File: config.mk
export PLATFORM = sky130hd
export DESIGN_NAME = info_frame_stuffing_encoder
export DESIGN_NICKNAME = d
export VERILOG_FILES = /design/src/rtl/ifse_pkg.sv /design/src/rtl/info_frame_stuffing_encoder.sv /design/src/rtl/ifse_front.sv /design/src/rtl/ifse_queue.sv /design/src/rtl/ifse_back.sv
export SDC_FILE = /design/constraint.sdc
export NUM_CORES = 1
export LEC_CHECK = 0
export BUFFER_PORTS_ARGS = -buffer_cell sky130_fd_sc_hd__buf_2
export CAP_MARGIN = 20
export CORE_UTILIZATION = 30
export CTS_CLUSTER_DIAMETER = 150
export DETAILED_ROUTE_END_ITERATION = 8
export GPL_ROUTABILITY_DRIVEN = 0
export HOLD_SLACK_MARGIN = 0.12
export PLACE_DENSITY = 0.45
export SLEW_MARGIN = 20
export SYNTH_ARGS = -nofsm -noshare
export SYNTH_HDL_FRONTEND = slang
export SYNTH_HIERARCHICAL = 1
export SYNTH_SLANG_ARGS = --single-unit
export TNS_END_PERCENT = 10
File: constraint.sdc
create_clock -name clock -period 3.5 [get_ports clock]
set_clock_uncertainty 0.15 [all_clocks]
set_input_delay 0.35 -clock clock [delete_from_list [all_inputs] [get_ports clock]]
set_output_delay 0.35 -clock clock [all_outputs]
set_load 0.02 [all_outputs]
File: src/rtl/ifse_pkg.sv
// ---------------------------------------------------------------------------
// ifse_pkg
// Types, codes and helpers of the stuffed information-frame encoder.
// ---------------------------------------------------------------------------
`default_nettype none

package ifse_pkg;

   localparam logic [7:0] FLAG_BYTE  = 8'h7E;
   localparam logic [7:0] ESC_BYTE   = 8'h7D;
   localparam logic [7:0] ESC_FLAG   = 8'h5E;
   localparam logic [7:0] ESC_ESC    = 8'h5D;
   localparam logic [7:0] CTRL_SEQ0  = 8'h00;
   localparam logic [7:0] CTRL_SEQ1  = 8'h40;
   localparam logic [7:0] ADDR_RESET = 8'h03;

   typedef struct packed {
      logic [7:0] data_byte;
      logic       last_byte;
      logic       sequence_bit;
   } req_item_type;

   typedef struct packed {
      logic [7:0] out_byte;
      logic       run_end;
      logic       frame_end;
   } rsp_item_type;

   // One classified item, handed from front to back.
   typedef struct packed {
      logic       first;     // opens a frame: header goes out first
      logic       seq;
      logic       last;
      logic [7:0] addr;
      logic [7:0] data;
      logic [7:0] check;     // payload check including this byte
   } job_type;

   typedef enum logic [3:0] {
      PH_FIRST,
      PH_ADDR,
      PH_CTRL,
      PH_HCHK,
      PH_DATA,
      PH_DATA2,
      PH_CHK,
      PH_CHK2,
      PH_FLAG
   } phase_type;

   function automatic logic needs_escape(input logic [7:0] b);
      return (b == FLAG_BYTE) || (b == ESC_BYTE);
   endfunction

   function automatic logic [7:0] escaped_code(input logic [7:0] b);
      return (b == FLAG_BYTE) ? ESC_FLAG : ESC_ESC;
   endfunction

endpackage

`default_nettype wire

File: src/rtl/info_frame_stuffing_encoder.sv
// ---------------------------------------------------------------------------
// info_frame_stuffing_encoder
// Byte-stuffing information-frame encoder, top level.
// ---------------------------------------------------------------------------
// Takes raw payload bytes one item at a time and produces the stuffed line
// byte stream of an information frame. The first item of a frame brings out
// the header (flag 0x7E, address, control 0x00 or 0x40 by sequence_bit, and
// address XOR control, all unstuffed); every payload byte follows, with 0x7E
// sent as 0x7D 0x5E and 0x7D as 0x7D 0x5D; the last item adds the stuffed
// XOR check of the payload and the closing flag. run_end marks the final
// line byte of each item, frame_end the closing flag. Timing: the front
// accepts one item per cycle while the job queue (QUEUE_DEPTH entries) has
// room; the back emits exactly one line byte per cycle while a job waits
// and rsp_stall is low, so an item is 1 to 9 line bytes (1 for a plain
// mid-frame byte, 2 for an escaped one, up to 4 more for a header, up to 3
// more for the trailer). The back's one-byte-per-cycle sequencer sets sustained
// throughput. The address register (reset 0x03) is written through the csr
// port, which is always ready; write it only while no frame is in flight.
// ---------------------------------------------------------------------------
`default_nettype none

module info_frame_stuffing_encoder #(
   parameter int QUEUE_DEPTH = 4
) (
   input  wire                    clock,
   input  wire                    reset,
   // payload input
   input  wire                    req_valid,
   output logic                   req_stall,
   input  wire ifse_pkg::req_item_type req_item,
   // line byte output
   output logic                   rsp_valid,
   input  wire                    rsp_stall,
   output ifse_pkg::rsp_item_type rsp_item,
   // address register write
   input  wire                    csr_valid,
   output logic                   csr_ready,
   input  wire  [7:0]             csr_data
);
   import ifse_pkg::*;

   job_type push_job, head_job;
   logic    q_push, q_pop, q_empty, q_full;

   // register write never waits
   assign csr_ready = 1'b1;

   // front: classify item, keep frame state and running check
   ifse_front u_front (
      .clock     (clock),
      .reset     (reset),
      .req_valid (req_valid),
      .req_stall (req_stall),
      .req_item  (req_item),
      .csr_valid (csr_valid && csr_ready),
      .csr_data  (csr_data),
      .q_full    (q_full),
      .q_push    (q_push),
      .q_job     (push_job)
   );

   // decouples input acceptance from multi-byte output bursts
   ifse_queue #(
      .DEPTH (QUEUE_DEPTH)
   ) u_queue (
      .clock    (clock),
      .reset    (reset),
      .push     (q_push),
      .push_job (push_job),
      .pop      (q_pop),
      .head_job (head_job),
      .empty    (q_empty),
      .full     (q_full)
   );

   // back: one line byte per cycle into the output register, unless stalled or the queue is empty
   ifse_back u_back (
      .clock     (clock),
      .reset     (reset),
      .head_job  (head_job),
      .q_empty   (q_empty),
      .q_pop     (q_pop),
      .rsp_valid (rsp_valid),
      .rsp_stall (rsp_stall),
      .rsp_item  (rsp_item)
   );

endmodule

`default_nettype wire

File: src/rtl/ifse_front.sv
// ---------------------------------------------------------------------------
// ifse_front
// Accepts payload items, tracks frame state and running check, and emits
// one classified job per item into the queue.
// ---------------------------------------------------------------------------
`default_nettype none

module ifse_front (
   input  wire                   clock,
   input  wire                   reset,
   input  wire                   req_valid,
   output logic                  req_stall,
   input  wire ifse_pkg::req_item_type req_item,
   input  wire                   csr_valid,
   input  wire  [7:0]            csr_data,
   input  wire                   q_full,
   output logic                  q_push,
   output ifse_pkg::job_type     q_job
);
   import ifse_pkg::*;

   logic       in_frame_ff, in_frame_in;
   logic [7:0] check_ff, check_in;
   logic [7:0] addr_ff, addr_in;
   logic [7:0] check_base;

   assign req_stall  = q_full;
   assign q_push     = req_valid && !q_full;
   assign check_base = in_frame_ff ? check_ff : 8'h00;

   always_comb begin
      q_job.first = !in_frame_ff;
      q_job.seq   = req_item.sequence_bit;
      q_job.last  = req_item.last_byte;
      q_job.addr  = addr_ff;
      q_job.data  = req_item.data_byte;
      q_job.check = check_base ^ req_item.data_byte;
   end

   always_comb begin
      in_frame_in = in_frame_ff;
      check_in    = check_ff;
      addr_in     = csr_valid ? csr_data : addr_ff;
      if (q_push) begin
         in_frame_in = !req_item.last_byte;
         check_in    = req_item.last_byte ? 8'h00 : q_job.check;
      end
   end

   always_ff @(posedge clock) begin
      if (reset) begin
         in_frame_ff <= 1'b0;
         check_ff    <= 8'h00;
         addr_ff     <= ADDR_RESET;
      end else begin
         in_frame_ff <= in_frame_in;
         check_ff    <= check_in;
         addr_ff     <= addr_in;
      end
   end

endmodule

`default_nettype wire

File: src/rtl/ifse_queue.sv
// ---------------------------------------------------------------------------
// ifse_queue
// Short job FIFO between front and back.
// ---------------------------------------------------------------------------
`default_nettype none

module ifse_queue #(
   parameter int DEPTH = 4
) (
   input  wire                clock,
   input  wire                reset,
   input  wire                push,
   input  wire ifse_pkg::job_type push_job,
   input  wire                pop,
   output ifse_pkg::job_type  head_job,
   output logic               empty,
   output logic               full
);
   import ifse_pkg::*;

   localparam int PTR_W = (DEPTH > 1) ? $clog2(DEPTH) : 1;
   localparam int CNT_W = $clog2(DEPTH + 1);

   job_type              slot_ff [DEPTH];
   logic [PTR_W-1:0]     wr_ff, wr_in, rd_ff, rd_in;
   logic [CNT_W-1:0]     count_ff, count_in;

   assign empty    = (count_ff == '0);
   assign full     = (count_ff == CNT_W'(DEPTH));
   assign head_job = slot_ff[rd_ff];

   always_comb begin
      wr_in    = wr_ff;
      rd_in    = rd_ff;
      count_in = count_ff;
      if (push) begin
         wr_in = (wr_ff == PTR_W'(DEPTH - 1)) ? '0 : wr_ff + 1'b1;
      end
      if (pop) begin
         rd_in = (rd_ff == PTR_W'(DEPTH - 1)) ? '0 : rd_ff + 1'b1;
      end
      if (push && !pop) begin
         count_in = count_ff + 1'b1;
      end else if (pop && !push) begin
         count_in = count_ff - 1'b1;
      end
   end

   always_ff @(posedge clock) begin
      if (reset) begin
         wr_ff    <= '0;
         rd_ff    <= '0;
         count_ff <= '0;
      end else begin
         wr_ff    <= wr_in;
         rd_ff    <= rd_in;
         count_ff <= count_in;
      end
   end

   always_ff @(posedge clock) begin
      if (push) begin
         slot_ff[wr_ff] <= push_job;
      end
   end

endmodule

`default_nettype wire

File: src/rtl/ifse_back.sv
// ---------------------------------------------------------------------------
// ifse_back
// Sequences the line bytes of the head job into a registered output stage.
// ---------------------------------------------------------------------------
`default_nettype none

module ifse_back (
   input  wire                    clock,
   input  wire                    reset,
   input  wire ifse_pkg::job_type head_job,
   input  wire                    q_empty,
   output logic                   q_pop,
   output logic                   rsp_valid,
   input  wire                    rsp_stall,
   output ifse_pkg::rsp_item_type rsp_item
);
   import ifse_pkg::*;

   phase_type    phase_ff, phase_in, phase_cur, phase_nxt;
   logic         rsp_valid_ff, rsp_valid_in;
   rsp_item_type rsp_item_ff, rsp_item_in;
   logic         emit, done, frame_close;
   logic [7:0]   line_byte, ctrl_byte;

   assign rsp_valid = rsp_valid_ff;
   assign rsp_item  = rsp_item_ff;
   assign emit      = !q_empty && (!rsp_valid_ff || !rsp_stall);
   assign q_pop     = emit && done;
   assign ctrl_byte = head_job.seq ? CTRL_SEQ1 : CTRL_SEQ0;
   // no header for a job inside an open frame
   assign phase_cur = (phase_ff == PH_FIRST && !head_job.first) ? PH_DATA : phase_ff;

   always_comb begin
      line_byte   = FLAG_BYTE;
      done        = 1'b0;
      frame_close = 1'b0;
      phase_nxt   = phase_cur;
      unique case (phase_cur)
         PH_FIRST: begin
            line_byte = FLAG_BYTE;
            phase_nxt = PH_ADDR;
         end
         PH_ADDR: begin
            line_byte = head_job.addr;
            phase_nxt = PH_CTRL;
         end
         PH_CTRL: begin
            line_byte = ctrl_byte;
            phase_nxt = PH_HCHK;
         end
         PH_HCHK: begin
            line_byte = head_job.addr ^ ctrl_byte;
            phase_nxt = PH_DATA;
         end
         PH_DATA: begin
            if (needs_escape(head_job.data)) begin
               line_byte = ESC_BYTE;
               phase_nxt = PH_DATA2;
            end else begin
               line_byte = head_job.data;
               phase_nxt = PH_CHK;
               done      = !head_job.last;
            end
         end
         PH_DATA2: begin
            line_byte = escaped_code(head_job.data);
            phase_nxt = PH_CHK;
            done      = !head_job.last;
         end
         PH_CHK: begin
            if (needs_escape(head_job.check)) begin
               line_byte = ESC_BYTE;
               phase_nxt = PH_CHK2;
            end else begin
               line_byte = head_job.check;
               phase_nxt = PH_FLAG;
            end
         end
         PH_CHK2: begin
            line_byte = escaped_code(head_job.check);
            phase_nxt = PH_FLAG;
         end
         PH_FLAG: begin
            line_byte   = FLAG_BYTE;
            done        = 1'b1;
            frame_close = 1'b1;
         end
         default: begin
            line_byte = FLAG_BYTE;
            phase_nxt = PH_FIRST;
         end
      endcase
      if (done) begin
         phase_nxt = PH_FIRST;
      end

      phase_in     = emit ? phase_nxt : phase_ff;
      rsp_valid_in = emit || (rsp_valid_ff && rsp_stall);
      rsp_item_in  = rsp_item_ff;
      if (emit) begin
         rsp_item_in.out_byte  = line_byte;
         rsp_item_in.run_end   = done;
         rsp_item_in.frame_end = frame_close;
      end
   end

   always_ff @(posedge clock) begin
      if (reset) begin
         phase_ff     <= PH_FIRST;
         rsp_valid_ff <= 1'b0;
      end else begin
         phase_ff     <= phase_in;
         rsp_valid_ff <= rsp_valid_in;
      end
   end

   always_ff @(posedge clock) begin
      rsp_item_ff <= rsp_item_in;
   end

endmodule

`default_nettype wire

# == After elaboration in Yosys (flattened, before gate mapping) ==
# Memory sizes are Yosys's and may differ from the RTL's. A register that Yosys moved wholly into a read port is not among the register bits.
# Cells that the tools add are included.
# word_totals
in_bits,23
mem_count,1
elab_cells,82
output_inout_bits,13
register_bits,39
ram_bits,108
# classes
bitwise,2
add_sub_neg,4
mux,24
n_eq_ne,15
n_reduce_logical,25
# mem_list
memory,words,word_bits,read_ports,rd_clocked_by_memory_dff,wr,line,text
u_queue.slot_ff,4,27,1,1,1,ifse_queue.sv:24,job_type slot_ff [DEPTH];
# op_table
op,n
$pmux 8 s7,1
$pmux 4 s9,1
$eq 8x7->1 const B,4
$mux 8,4
$eq 4x3->1 const B,4
$xor 8x8->8,2
$mux 2,7
$mux 4,3
$logic_not 1->1,10
$eq 4x2->1 const B,2
$logic_not 4->1,2
$logic_and 1x1->1,7
$mux 7,1
$mux 3,2
$add 2x1->2 const B,2
$eq 2x2->1 const B,2
$eq 4x1->1 const B,1
$eq 4x4->1 const B,1
$logic_or 1x1->1,4
$mux 1,4
$add 3x1->3 const B,1
$eq 3x3->1 const B,1
$logic_not 3->1,1
$pmux 1 s3,1
other kinds (2),2

# == Longest topological paths before layout ==
# depth
ltp_word,9
mapped_depth,15
mapped_depth_nobuf,13

# == By module ==
# The synthesis kept the hierarchy.
# by_module_without_submodules
mod,area_each_um2,n_inst,cells_per_inst,seq_area_each_um2
ifse_queue,4384.2,1,185,3423.3
ifse_back,1034.7,1,121,400.4
ifse_front,775.7,1,78,340.3
info_frame_stuffing_encoder,11.3,1,2,0.0

# == Worst setup path after synthesis ==
# OpenSTA, ideal clock, no wires.
# synth_path
path_kind,reg2reg
from,register (tool-made name)
to,register u_queue.count_ff[2]
n_path_buf,2
arrival_time_ns,3.113
setup_slack_ns,0.168
period_less_slack_ns,3.332
stages_incl_launch_ff,16
t_required_ns,3.280
setup_ns,0.070
path_cell_list,dfxtp_1 > buf_6 > buf_12 > mux4_2 > nor2b_1 > nand3_1 > and2_1 > a22oi_1 > nor2_1 > inv_1 > ha_1 > inv_1 > fa_1 > xor2_1 > or3_1 > a21oi_1
# synth_rtl
element,line,text
"end signal, assigned",ifse_queue.sv:57,count_ff <= count_in;
"end, declared",ifse_queue.sv:26,"logic [CNT_W-1:0] count_ff, count_in;"

==> metrics.md <==
| Metric | Value |
|---|---|
| Result of the run | completed |
| Post-Syn Area | 6206 µm² |
| Synth cell types | 52 |
| IO buf count | 34 |
| Crit path capture type | flop |
| Reg2reg path depth | 14 |
| Register bit total from synthesis | 149 |
| DRC viols | 0 |
| Clk buf depth | 2 |
| DR WL met2 | 5.964 mm |
| Via density | 4.658 |
| Worst skew pair latency | 420 ps |
| Root Buffer | clkbuf_16 |
| GRT Total Usage | 12.99% |
| Vias | 3410 |
| 1st-pass router iterations | 6 |
| R2r endpoint | u_queue/count_ff[2] |
| CTS tree | built |
| Syn Inst Count | 386 |
| Row cnt | 52 |
| Share of layout cells above drive strength 1 | 24.24% |
| WS Path Type | reg -> reg |
| H-tree levels | 4 |
| Synth top area cells | edfxtp_1, dfxtp_1, mux4_2 |
| Starting density of the core | 30.67% |
| Unrepaired setup endpoints after global routing | false |
| Hold Fails Final Rpt | 0 |
| CP cell instances | buf_12 -> mux4_2 -> and4_2 -> nand3_1 -> and2_1 -> a22oi_2 -> nor2_1 -> inv_1 -> ha_1 -> inv_1 -> fa_1 -> xor2_1 -> or3_1 -> a21oi_1 |
| # Post-CTS Setup Buffers | 0 |
| Synth-to-layout area growth | 19.62% |
| Met1 wire length | 6.215 mm |
| Commonest cells in the netlist | edfxtp_1, dfxtp_1, nand2_1, mux4_2, nor2_1 |
| Syn Area/Cell | 16.08 µm² |
| Worst slew pin tran | 769.5 ps |
| Largest net degree at the start of global routing | 28 |
| Fmax | 305.2 MHz |
| Vias in the first global route | 3519 |
| Net count after synthesis | 416 |
| Setup violations, final | 0 |
| Top FF cell, synth | edfxtp_1 |
| Total chip power | 5.501 mW |
| Final ANT Viol Nets | 0 |
| Met3 wire len | 601 µm |
| Synth top area share | 57.10% |
| Crit path max fanout | 10 |
| Avg WL per Cell | 17.64 µm |
| Synth warnings | 6 |
| Congestion Overflow GR | 0 |
| N_diodes | 0 |
| Setup TNS | 0 ps |
| R2r setup slk | 220 ps |
| Num ports | 36 |
| Pwr/cell area | 741.0 nW/µm² |
| Post-Route Hold Slack | 223.0 ps |
| CP dominant cell by count | inv_1 |
| WP data arrival | 3470 ps |
| FFs w/ async S/R, synth | 0% |
| Final wirelength | 12.92 mm |
| Final min period | 3277 ps |
| Fillcell total | 1919 |
| Slew Viols, Final | 0 |
| Setup crit end | u_queue/count_ff[2] |
| Critical Path Max Stage Delay | 380 ps |
| Die Width | 145.8 µm |
| Die height | 145.8 µm |
| Initial antenna violation count | 0 |
| Initial DRC Count | 202 |
| Max-slew headroom | 48.51% |
| Core Footprint | 20230 µm² |
| DR top layer | met4 |
| CTS Buf Count | 17 |
| Required time of the worst setup path | 3690 ps |
| First-pass GRT wire length | 20.23 mm |
| CP max stage cell | dfxtp_4 |
| Nets@finish | 479 |
| Post-synth EDFFs | 118 |
| CTS Sinks | 149 |
| Share of the yosys chip area belonging to registers | 67.10% |
| DP HPWL | 8.502 mm |
| Max rail drop VDD | 0.0003655 V |
| Static Leak | 2.533 nW |
| Die area | 21270 µm² |
| Max Cap Viol | 0 |
| Final worst path period share | 93.62% |
| Worst-path clk slew | 60 ps |
| Cell taking the most area after synthesis | edfxtp_1 |
| Hold Crit Class | in -> reg |
| Startpoint types | flop |
| Most frequent cell after synthesis | edfxtp_1 |
-- registers in the layout, summed over array words and instances (netlist names), named ones only --
register,flops
u_queue/count_ff,3
u_queue/slot_ff,108
u_back/rsp_valid,1
u_back/rsp_item,10
u_front/check_ff,8
u_queue/wr_ff,2
u_queue/rd_ff,2
u_front/in_frame_ff,1
u_back/phase_ff,4
u_front/addr_ff,8
-- cells by family (layout without fill, tap and decap cells) --
| family | Yosys count | in the layout | synth area share (%) |
|---|---|---|---|
| AOI/OAI and AO/OA | 50 | 50 | 5.585 |
| muxes | 40 | 40 | 12.34 |
| adders and majority gates | 7 | 7 | 1.532 |
| and+or+nand+nor | 86 | 86 | 7.278 |
| xor gates and xnor gates | 15 | 15 | 2.117 |
| other | 1 | 1 | 0.06043 |
| buffers and inverters | 38 | 114 | 3.992 |
| DFF | 149 | 149 | 67.10 |
-- stage by stage --
step | setup slack, ps | cell area [µm²] | instances | utilization (%)
after floorplan | 167.7 | 6206 | 386 | -
after global placement | 176.3 | 6669 | 681 | 32.96
after detailed placement | 76.47 | 6669 | 681 | 32.96
after CTS | 67.30 | 7420 | 732 | 36.67
after global routing | 21.35 | 7423 | 732 | 36.69
final | 223.2 | 7423 | 732 | 36.69
-- power by group --
part / switching (mW) / internal, mW / total, mW
combinational: 0.820 / 0.590 / 1.41
sequential: 0.140 / 2.23 / 2.37
clock: 0.661 / 1.06 / 1.72
-- cell type report --
| cell class | instances | area, µm² | share of cell area, % |
|---|---|---|---|
| Multi-Input combinational cell | 199 | 1795 | 24.19 |
| Clock inverter | 11 | 110.1 | 1.483 |
| Inverter | 11 | 41.29 | 0.5562 |
| Clock buffer | 21 | 450.4 | 6.068 |
| Tap cell | 270 | 337.8 | 4.551 |
| Sequential cell | 149 | 4168 | 56.14 |
| Timing Repair Buffer | 71 | 520.5 | 7.012 |
-- how the worst min path moves through the flow --
stage	start	endpoint	slack, ps	cells after the start
floorplan	reset	u_back/phase_ff[1]	270	1
global placement	u_front/check_ff[7]	u_front/check_ff[7]	300	1
detailed placement	u_front/check_ff[2]	u_front/check_ff[2]	300	1
CTS	csr_valid	u_front/addr_ff[0]	190	2
global route	csr_valid	u_front/addr_ff[1]	220	2
finish	csr_valid	u_front/addr_ff[0]	220	2
-- cells in the final DEF (no fill, tap or decap), drive strengths merged, types with 7 or more instances in the layout --
cell and instances:
mux4 27, a32o 8, dfxtp 31, buf 52, mux2i 12, clkinv 7, xnor2 11, nand2 24
dlygate4sd3 19, clkbuf 21, edfxtp 118, a21oi 8, o21ai 15, inv 11, nor2 21
-- timing repair --
action,in CTS,in global routing
hold buffers,19,0
endpoints found under the setup margin,0,2
gates resized for setup,0,6
hold endpoints to repair,50,0
-- layer usage --
metal | up-vias | GRT usage (%)
met5 | - | 0
met4 | 0 | 3.947
met3 | 12 | 3.699
met2 | 82 | 19.86
met1 | 1705 | 17.88
li1 | 1611 | -
-- critical path, delay by kind of cell, from the launching register on --
kind / cells / cell delay (ps)
adder cells (fa/ha/maj): 2 / 560
flip-flops: 1 / 380
AND/OR/NAND/NOR: 5 / 930
multiplexers: 1 / 360
XOR/XNOR: 1 / 160
AO/OA/AOI/OAI: 2 / 340
buffers and inverters: 3 / 310
Power figures use the tool's default switching activity.
